## src/design/rsfd_pkg.sv

```systemverilog
// ----------------------------------------------------------------------------
// rsfd_pkg
// Shared types and constants of the serial frame decoder.
// ----------------------------------------------------------------------------
package rsfd_pkg;

    // Frame layout
    localparam int unsigned POS_W       = 11;
    localparam int unsigned ID_W        = 4;
    localparam int unsigned OUT_CHANS   = 7;
    localparam logic [3:0]  LAST_POS    = 4'd15;
    localparam logic [15:0] GUARD_RESET = 16'd262;
    localparam logic [POS_W-1:0] CHAN0_RESET = 11'd1024;

    // Known system codes
    localparam logic [7:0] SYS_22MS_1024 = 8'h12;
    localparam logic [7:0] SYS_11MS_2048 = 8'hA2;
    localparam logic [7:0] SYS_22MS_2048 = 8'hB2;

    // Input operation codes
    localparam logic OP_BYTE = 1'b0;
    localparam logic OP_TICK = 1'b1;

    // Command queue between front and back
    localparam int unsigned QDEPTH = 4;
    localparam int unsigned QPTR_W = $clog2(QDEPTH);
    localparam int unsigned QCNT_W = QPTR_W + 1;

    // One channel update, optionally closing the frame
    typedef struct packed {
        logic              last;
        logic [ID_W-1:0]   id;
        logic [POS_W-1:0]  pos;
        logic [7:0]        system;
        logic [7:0]        fade;
    } t_cmd;

    // Queue status seen by the front and the back
    typedef struct packed {
        logic full;
        logic empty;
    } t_q_status;

endpackage

```

## src/design/rsfd_front.sv

```systemverilog
// ----------------------------------------------------------------------------
// rsfd_front
// Accepts bytes and ticks, tracks the frame position and the guard timer,
// and turns each completed word into a channel update command.
// ----------------------------------------------------------------------------
module rsfd_front (
    input  logic                i_clk,
    input  logic                i_rst_n,
    input  logic                i_guard_wr_en,
    input  logic [15:0]         i_guard_wr_data,
    input  logic                i_valid,
    output logic                o_ready,
    input  logic                i_operation,
    input  logic [7:0]          i_rx_byte,
    input  rsfd_pkg::t_q_status i_q_status,
    output logic                o_push,
    output rsfd_pkg::t_cmd      o_cmd
);

    logic [15:0] r_guard_ticks;
    logic [15:0] r_guard, n_guard;
    logic [3:0]  r_pos, n_pos;
    logic [7:0]  r_fade, n_fade;
    logic [7:0]  r_system, n_system;
    logic [7:0]  r_high, n_high;
    logic        w_accept;
    logic        w_known;

    assign o_ready  = !i_q_status.full;
    assign w_accept = i_valid && o_ready;
    assign w_known  = (i_rx_byte == rsfd_pkg::SYS_22MS_1024) ||
                      (i_rx_byte == rsfd_pkg::SYS_11MS_2048) ||
                      (i_rx_byte == rsfd_pkg::SYS_22MS_2048);

    // Build the command from the held high byte and the current low byte
    assign o_cmd.last   = (r_pos == rsfd_pkg::LAST_POS);
    assign o_cmd.id     = r_high[6:3];
    assign o_cmd.pos    = {r_high[2:0], i_rx_byte};
    assign o_cmd.system = r_system;
    assign o_cmd.fade   = r_fade;

    // Classify the word and compute the next frame state
    always_comb begin
        n_guard  = r_guard;
        n_pos    = r_pos;
        n_fade   = r_fade;
        n_system = r_system;
        n_high   = r_high;
        o_push   = 1'b0;
        if (w_accept) begin
            if (i_operation == rsfd_pkg::OP_TICK) begin
                if (r_guard != 16'd0) begin
                    n_guard = r_guard - 16'd1;
                end
            end else if (r_pos == 4'd0) begin
                // Drop idle bytes while the guard runs
                if (r_guard == 16'd0) begin
                    n_fade = i_rx_byte;
                    n_pos  = 4'd1;
                end
            end else if (r_pos == 4'd1) begin
                n_system = i_rx_byte;
                n_guard  = r_guard_ticks;
                n_pos    = w_known ? 4'd2 : 4'd0;
            end else if (!r_pos[0]) begin
                n_high = i_rx_byte;
                n_pos  = r_pos + 4'd1;
            end else begin
                o_push = 1'b1;
                n_pos  = (r_pos == rsfd_pkg::LAST_POS) ? 4'd0 : r_pos + 4'd1;
            end
        end
    end

    // Hold frame state and the guard setting
    always_ff @(posedge i_clk) begin
        if (!i_rst_n) begin
            r_guard_ticks <= rsfd_pkg::GUARD_RESET;
            r_guard       <= 16'd0;
            r_pos         <= 4'd0;
            r_fade        <= 8'd0;
            r_system      <= 8'd0;
            r_high        <= 8'd0;
        end else begin
            if (i_guard_wr_en) begin
                r_guard_ticks <= i_guard_wr_data;
            end
            r_guard  <= n_guard;
            r_pos    <= n_pos;
            r_fade   <= n_fade;
            r_system <= n_system;
            r_high   <= n_high;
        end
    end

endmodule

```

## src/design/rsfd_fifo.sv

```systemverilog
// ----------------------------------------------------------------------------
// rsfd_fifo
// Short command queue that lets the front and the back stall on their own.
// ----------------------------------------------------------------------------
module rsfd_fifo (
    input  logic                i_clk,
    input  logic                i_rst_n,
    input  logic                i_push,
    input  rsfd_pkg::t_cmd      i_cmd,
    input  logic                i_pop,
    output rsfd_pkg::t_cmd      o_cmd,
    output rsfd_pkg::t_q_status o_status
);

    rsfd_pkg::t_cmd                  r_mem [rsfd_pkg::QDEPTH];
    logic [rsfd_pkg::QPTR_W-1:0]     r_wr;
    logic [rsfd_pkg::QPTR_W-1:0]     r_rd;
    logic [rsfd_pkg::QCNT_W-1:0]     r_cnt;

    assign o_status.full  = (r_cnt == rsfd_pkg::QCNT_W'(rsfd_pkg::QDEPTH));
    assign o_status.empty = (r_cnt == '0);
    assign o_cmd          = r_mem[r_rd];

    // Store pushed commands
    always_ff @(posedge i_clk) begin
        if (i_push) begin
            r_mem[r_wr] <= i_cmd;
        end
    end

    // Advance pointers and track fill level
    always_ff @(posedge i_clk) begin
        if (!i_rst_n) begin
            r_wr  <= '0;
            r_rd  <= '0;
            r_cnt <= '0;
        end else begin
            if (i_push) begin
                r_wr <= r_wr + 1'b1;
            end
            if (i_pop) begin
                r_rd <= r_rd + 1'b1;
            end
            if (i_push && !i_pop) begin
                r_cnt <= r_cnt + 1'b1;
            end else if (!i_push && i_pop) begin
                r_cnt <= r_cnt - 1'b1;
            end
        end
    end

endmodule

```

## src/design/rsfd_back.sv

```systemverilog
// ----------------------------------------------------------------------------
// rsfd_back
// Applies channel updates to the channel table and registers the frame
// result when the closing word of a frame is applied.
// ----------------------------------------------------------------------------
module rsfd_back #(
    parameter int unsigned CHANNELS = 7
) (
    input  logic                i_clk,
    input  logic                i_rst_n,
    input  rsfd_pkg::t_q_status i_q_status,
    input  rsfd_pkg::t_cmd      i_cmd,
    output logic                o_pop,
    output logic                o_valid,
    input  logic                i_ready,
    output logic [7:0]          o_system_code,
    output logic [7:0]          o_fade_count,
    output logic [rsfd_pkg::OUT_CHANS-1:0][rsfd_pkg::POS_W-1:0] o_chan
);

    logic [rsfd_pkg::POS_W-1:0] r_table [CHANNELS];
    logic [rsfd_pkg::POS_W-1:0] n_table [CHANNELS];
    logic [rsfd_pkg::OUT_CHANS-1:0][rsfd_pkg::POS_W-1:0] r_chan, n_chan;
    logic       r_valid;
    logic [7:0] r_system;
    logic [7:0] r_fade;

    assign o_pop         = !i_q_status.empty && (!r_valid || i_ready);
    assign o_valid       = r_valid;
    assign o_system_code = r_system;
    assign o_fade_count  = r_fade;
    assign o_chan        = r_chan;

    // Write the addressed entry; ids beyond the table are ignored
    always_comb begin
        for (int k = 0; k < CHANNELS; k++) begin
            n_table[k] = r_table[k];
            if (o_pop && (i_cmd.id == rsfd_pkg::ID_W'(k))) begin
                n_table[k] = i_cmd.pos;
            end
        end
    end

    // Map table entries onto the fixed output lanes
    always_comb begin
        for (int j = 0; j < rsfd_pkg::OUT_CHANS; j++) begin
            n_chan[j] = '0;
            if (j < CHANNELS) begin
                n_chan[j] = n_table[j];
            end
        end
    end

    // Hold the channel table
    always_ff @(posedge i_clk) begin
        if (!i_rst_n) begin
            for (int k = 0; k < CHANNELS; k++) begin
                r_table[k] <= (k == 0) ? rsfd_pkg::CHAN0_RESET : '0;
            end
        end else begin
            for (int k = 0; k < CHANNELS; k++) begin
                r_table[k] <= n_table[k];
            end
        end
    end

    // Load the result word on frame close, drop valid when taken
    always_ff @(posedge i_clk) begin
        if (!i_rst_n) begin
            r_valid <= 1'b0;
        end else if (o_pop && i_cmd.last) begin
            r_valid <= 1'b1;
        end else if (i_ready) begin
            r_valid <= 1'b0;
        end
    end

    always_ff @(posedge i_clk) begin
        if (o_pop && i_cmd.last) begin
            r_system <= i_cmd.system;
            r_fade   <= i_cmd.fade;
            r_chan   <= n_chan;
        end
    end

endmodule

```

## src/design/rc_serial_frame_decoder.sv

```systemverilog
// ----------------------------------------------------------------------------
// rc_serial_frame_decoder
// Decodes 16-byte radio-control receiver frames from received bytes and
// timer ticks and emits the channel table when a frame completes.
// ----------------------------------------------------------------------------
// Usage:
//   Input channel (i_valid / o_ready): each word is either a received byte
//   (i_operation = 0, i_rx_byte) or one timer tick (i_operation = 1).
//   Output channel (o_valid / i_ready): one word per completed frame with
//   the system byte, fade byte and channels 0..6.
//   Guard setting: i_guard_wr_en / i_guard_wr_data load the guard length.
// Timing:
//   One input word is taken per cycle while the queue is not full. Taking the
//   sixteenth byte of a frame writes the closing command into the queue;
//   when the back stage pops that command it updates the table and loads the
//   output register, raising o_valid. Sustained rate is one word per cycle.
// Reset:
//   Frame position idle, guard timer zero, guard length 262, channel 0 at
//   1024 and the others zero, queue empty, no result pending.
// Stall:
//   A held result stays in the output register; the back stage stops
//   draining the four-entry queue, and o_ready drops once it is full.
// ----------------------------------------------------------------------------
module rc_serial_frame_decoder #(
    parameter int unsigned CHANNELS = 7
) (
    input  logic        i_clk,
    input  logic        i_rst_n,
    input  logic        i_guard_wr_en,
    input  logic [15:0] i_guard_wr_data,
    input  logic        i_valid,
    output logic        o_ready,
    input  logic        i_operation,
    input  logic [7:0]  i_rx_byte,
    output logic        o_valid,
    input  logic        i_ready,
    output logic [7:0]  o_system_code,
    output logic [7:0]  o_fade_count,
    output logic [10:0] o_chan0,
    output logic [10:0] o_chan1,
    output logic [10:0] o_chan2,
    output logic [10:0] o_chan3,
    output logic [10:0] o_chan4,
    output logic [10:0] o_chan5,
    output logic [10:0] o_chan6
);

    rsfd_pkg::t_q_status w_q_stat;
    rsfd_pkg::t_cmd      w_push_cmd;
    rsfd_pkg::t_cmd      w_q_out;
    logic                w_push;
    logic                w_pop;
    logic [rsfd_pkg::OUT_CHANS-1:0][rsfd_pkg::POS_W-1:0] w_chan;

    rsfd_front u_front (
        .i_clk           (i_clk),
        .i_rst_n         (i_rst_n),
        .i_guard_wr_en   (i_guard_wr_en),
        .i_guard_wr_data (i_guard_wr_data),
        .i_valid         (i_valid),
        .o_ready         (o_ready),
        .i_operation     (i_operation),
        .i_rx_byte       (i_rx_byte),
        .i_q_status      (w_q_stat),
        .o_push          (w_push),
        .o_cmd           (w_push_cmd)
    );

    rsfd_fifo u_fifo (
        .i_clk    (i_clk),
        .i_rst_n  (i_rst_n),
        .i_push   (w_push),
        .i_cmd    (w_push_cmd),
        .i_pop    (w_pop),
        .o_cmd    (w_q_out),
        .o_status (w_q_stat)
    );

    rsfd_back #(
        .CHANNELS (CHANNELS)
    ) u_back (
        .i_clk         (i_clk),
        .i_rst_n       (i_rst_n),
        .i_q_status    (w_q_stat),
        .i_cmd         (w_q_out),
        .o_pop         (w_pop),
        .o_valid       (o_valid),
        .i_ready       (i_ready),
        .o_system_code (o_system_code),
        .o_fade_count  (o_fade_count),
        .o_chan        (w_chan)
    );

    // Split the result lanes onto the ports
    assign o_chan0 = w_chan[0];
    assign o_chan1 = w_chan[1];
    assign o_chan2 = w_chan[2];
    assign o_chan3 = w_chan[3];
    assign o_chan4 = w_chan[4];
    assign o_chan5 = w_chan[5];
    assign o_chan6 = w_chan[6];

    // Queue never written while full
    a_no_overflow: assert property (@(posedge i_clk) disable iff (!i_rst_n)
        w_push |-> !w_q_stat.full)
        else $error("command queue overflow");

    // Queue never read while empty
    a_no_underflow: assert property (@(posedge i_clk) disable iff (!i_rst_n)
        w_pop |-> !w_q_stat.empty)
        else $error("command queue underflow");

    // A new result only follows a frame-closing command
    a_result_source: assert property (@(posedge i_clk) disable iff (!i_rst_n)
        $rose(o_valid) |-> $past(w_pop && w_q_out.last))
        else $error("result raised without a closing command");

endmodule
```

## config.mk

```make
export PLATFORM = sky130hd
export DESIGN_NAME = rc_serial_frame_decoder
export DESIGN_NICKNAME = d
export VERILOG_FILES = /design/src/design/rsfd_pkg.sv /design/src/design/rsfd_front.sv /design/src/design/rsfd_fifo.sv /design/src/design/rsfd_back.sv /design/src/design/rc_serial_frame_decoder.sv
export SDC_FILE = /design/constraint.sdc
export NUM_CORES = 1
export LEC_CHECK = 0
export ABC_CLOCK_PERIOD_IN_PS = 6500
export BUFFER_PORTS_ARGS = -buffer_cell sky130_fd_sc_hd__buf_2
export CAP_MARGIN = 20
export CORE_MARGIN = 2
export CORE_UTILIZATION = 42
export CTS_CLUSTER_DIAMETER = 100
export DETAILED_ROUTE_END_ITERATION = 12
export SYNTH_ARGS = -nofsm -noshare
export SYNTH_HDL_FRONTEND = slang
export SYNTH_SLANG_ARGS = --single-unit
```

## constraint.sdc

```tcl
create_clock -name i_clk -period 6.5 [get_ports i_clk]
set_input_delay 1.3 -clock i_clk [delete_from_list [all_inputs] [get_ports i_clk]]
set_output_delay 1.3 -clock i_clk [all_outputs]
set_load 0.02 [all_outputs]
```

==> reports/metrics.csv <==
stage;metric;value;unit
die;io_pins;125;
timing;rsz0062_at_grt;no;
pwr;ir_worst_vdd;237;uV
hold_path;hold_class;reg2reg;
drt;dr.pass1.iters;4;
die;die_x;186;um
die;die_h;186;um
die;die_area;34600;sq um
pwr;powerDensity;443;nW/um^2
yosys;synth-seq-cells;367;
clocking;cts-buffers-inserted;38;
setup_path;crit_path_end_kind;register;
yosys;synth_edf_count;221;
timing;finalHoldViolations;0;
yosys;netlist_instances;886;
yosys;syn-cell-area;13900;sq um
pwr;p_leak;6.10;nW
finish;final_cells;1490;
timing;final.setup_skew;11.8;ps
die;initial_core_util;42.7;%
flow_run;maxCapViolations;0;
timing;tns;0;ps
finish;nFillCells;2779;
die;placementRows;66;
yosys;async_reset_ff_share;0;%
timing;relSlewSlack;39.3;%
hold_path;worst_hold_path.num_cells;2;
global_routing;grt_overflow;0;
global_routing;grt_pass1_wl;41700;um
setup_path;arrival;4560;ps
timing;drv_slew;0;
finish;ff_latch_area;9560;sq um
finish;nets;1060;
setup_path;worst-setup-path-type;in2reg;
finish;num_antenna_cells;0;
drt;postRouteWirelength;27000;um
yosys;syn_nets;927;
timing;fin_crit_sh;63.4;%
global_routing;grt_max_degree;61;
drt;drc;0;
drt;post_drt_wl_per_cell;18.1;um
setup_path;crit_path_max_fanout;25;
setup_path;critPathRequiredTime;6940;ps
yosys;synthTopCellsByArea;edfxtp_1 (48%), dfxtp_1 (21%), mux2_4 (6.5%);
placement;gp_congestion;0.779;
global_routing;antenna_found_initial;0;
run_status;status;finished clean;
yosys;synth_largest_area_cell;edfxtp_1;
placement;dp_hpwl;16500;um
die;core_area;32600;sq um
yosys;synth_cell_types;56;
clocking;ctsHoldBuffers;0;
clocking;clk_pin_slew;60;ps
yosys;synth.avg_cell_area;15.7;sq um
clocking;h-tree-depth;2;
finish;multiInputGateArea;4120;sq um
global_routing;grt_use_total;15.8;%
clocking;clock_path_buffers;3;
drt;drt-initial-drc-count;420;
yosys;yosysWarnings;0;
placement;io_buffers;124;
clocking;post_cts_buffers;0;
finish;area_growth_syn_to_layout;16.5;%
drt;vias_per_cell;4.96;
clocking;clock_sinks;367;
drt;ant_nets;0;
timing;min_period;4120;ps
timing;setup_viol_count_final;0;
clocking;ctsResizeCount;0;
clocking;clockRootBuffer;clkbuf_16;
timing;fmax;243;MHz
setup_path;rr_worst_depth;6;
yosys;synthFlopType;edfxtp_1;
clocking;clkLatencyLatePin;520;ps
placement;place_inst;1421;
finish;drive_above_1_share;29.4;%
yosys;synth_seq_area_share;68.6;%
global_routing;first_global_vias;7160;
setup_path;cp-start-kind;input pin;
clocking;tritoncts;done;
timing;tightestPinTransition;911;ps
drt;vias;7394;
yosys;synth_top_area_share;47.6;%
-- power breakdown --
part	leakage, nW	total (mW)	switching [mW]	internal (mW)
Combinational	2.28	1.85	1.20	0.647
Clock	0.617	2.16	0.872	1.29
Sequential	3.20	3.18	0.168	3.01
-- cell type report --
| class | instances | share of cell area, % |
|---|---|---|
| Clock buffer | 49 | 6.62 |
| Clock inverter | 20 | 1.14 |
| Inverter | 11 | 0.254 |
| Multi-Input combinational cell | 467 | 25.4 |
| Sequential cell | 367 | 58.9 |
| Tap cell | 442 | 3.41 |
| Timing Repair Buffer | 134 | 4.29 |
-- layer usage --
metal  GRT usage (%)  up-vias  routed length (um)
met3            3.19       41                1290
met1            22.0     3645               12800
met5               0        -                   0
li1                -     3529                   -
met4            4.22        0                 517
met2            25.2      179               12500
-- cells in the mapped netlist (9+ instances only) --
cell      instances
ha_1             10
edfxtp_1        221
o21ai_0           9
a21oi_1          27
clkbuf_1         28
dfxtp_1         146
nor2_1           60
and2_1           83
inv_1            10
mux2_1           10
mux2_4           60
nand2_1          35
mux4_2           32
nor3_1           13
mux2i_1          43
-- worst max-delay path: stages --
cell and delay, ps:
buf_2 250, inv_1 610, nand3_1 330, nor3_1 650, ha_1 310, inv_1 70, fa_1 440, xor2_1 160
or3_1 300, a21oi_1 130
-- stage by stage --
| stage | hold slack, ps | utilization [%] | area (sq um) | total power [mW] | worst slack [ps] |
|---|---|---|---|---|---|
| global route | 516 | 49.8 | 16200 | 7.57 | 2130 |
| global placement | 468 | 45.9 | 15000 | 5.09 | 1860 |
| CTS | 491 | 49.8 | 16200 | 7.30 | 2370 |
| detailed placement | 476 | 45.9 | 15000 | 5.12 | 1810 |
| finish | 488 | 49.8 | 16200 | 7.19 | 2380 |
| floorplan | 442 | - | 13900 | 4.48 | 2180 |
-- registers in the layout, indices dropped and copies added, names as in the netlist, named ones only --
signal	cells
u_back.o_system_code	8
u_fifo.r_mem	128
u_front.r_guard	16
u_front.r_system	8
u_front.r_pos	4
u_back.o_chan	77
u_back.o_valid	1
u_back.o_fade_count	8
u_front.r_guard_ticks	16
u_fifo.r_rd	2
u_front.r_fade	8
u_back.r_table	77
u_front.r_high	7
u_fifo.r_cnt	3
u_fifo.r_wr	2
-- cells in the final DEF, fill, tap and decap left out, types with 3 or more instances in the layout --
cell type and instances:
nand3_1 6, clkbuf_8 4, clkinv_1 4, buf_4 10, a21o_1 4, o32ai_1 6
mux2i_1 43, buf_2 124, ha_1 10, mux2_1 10, o21a_1 3, clkbuf_16 40
clkbuf_1 5, nand2_1 35, mux4_2 32, dfxtp_1 145, nor2_1 60, nor3_1 13
edfxtp_1 221, and2_1 82, inv_1 10, xor2_1 3, o211ai_1 3, nand4_1 5
o21ai_0 9, clkinvlp_4 3, a21oi_1 27, mux2_4 60, mux2_2 7, nor2b_1 5
and3_1 3, bufinv_16 3, or3_1 6, clkinv_2 8
-- path summary, 6_finish.rpt --
check,start,end,slack (ps)
worst max-delay path,i_operation,u_fifo.r_cnt[2],2380
worst min-delay path,u_front.r_guard_ticks[1],u_front.r_guard_ticks[1],490
worst max register to register,register,u_back.r_table[0][10],3260
worst min register to register,u_front.r_guard_ticks[1],u_front.r_guard_ticks[1],490
-- kinds of logic after synthesis --
kind of cell               Yosys count  share of synthesized area [%]
adders and majority gates           11                           1.04
buffers and inverters               52                           1.83
AOI/OAI and AO/OA                   66                           2.97
muxes                              152                           16.1
xor gates and xnor gates             5                          0.314
and+or+nand+nor                    233                           9.11
DFF                                367                           68.6
(Power assumes the default switching activity.)
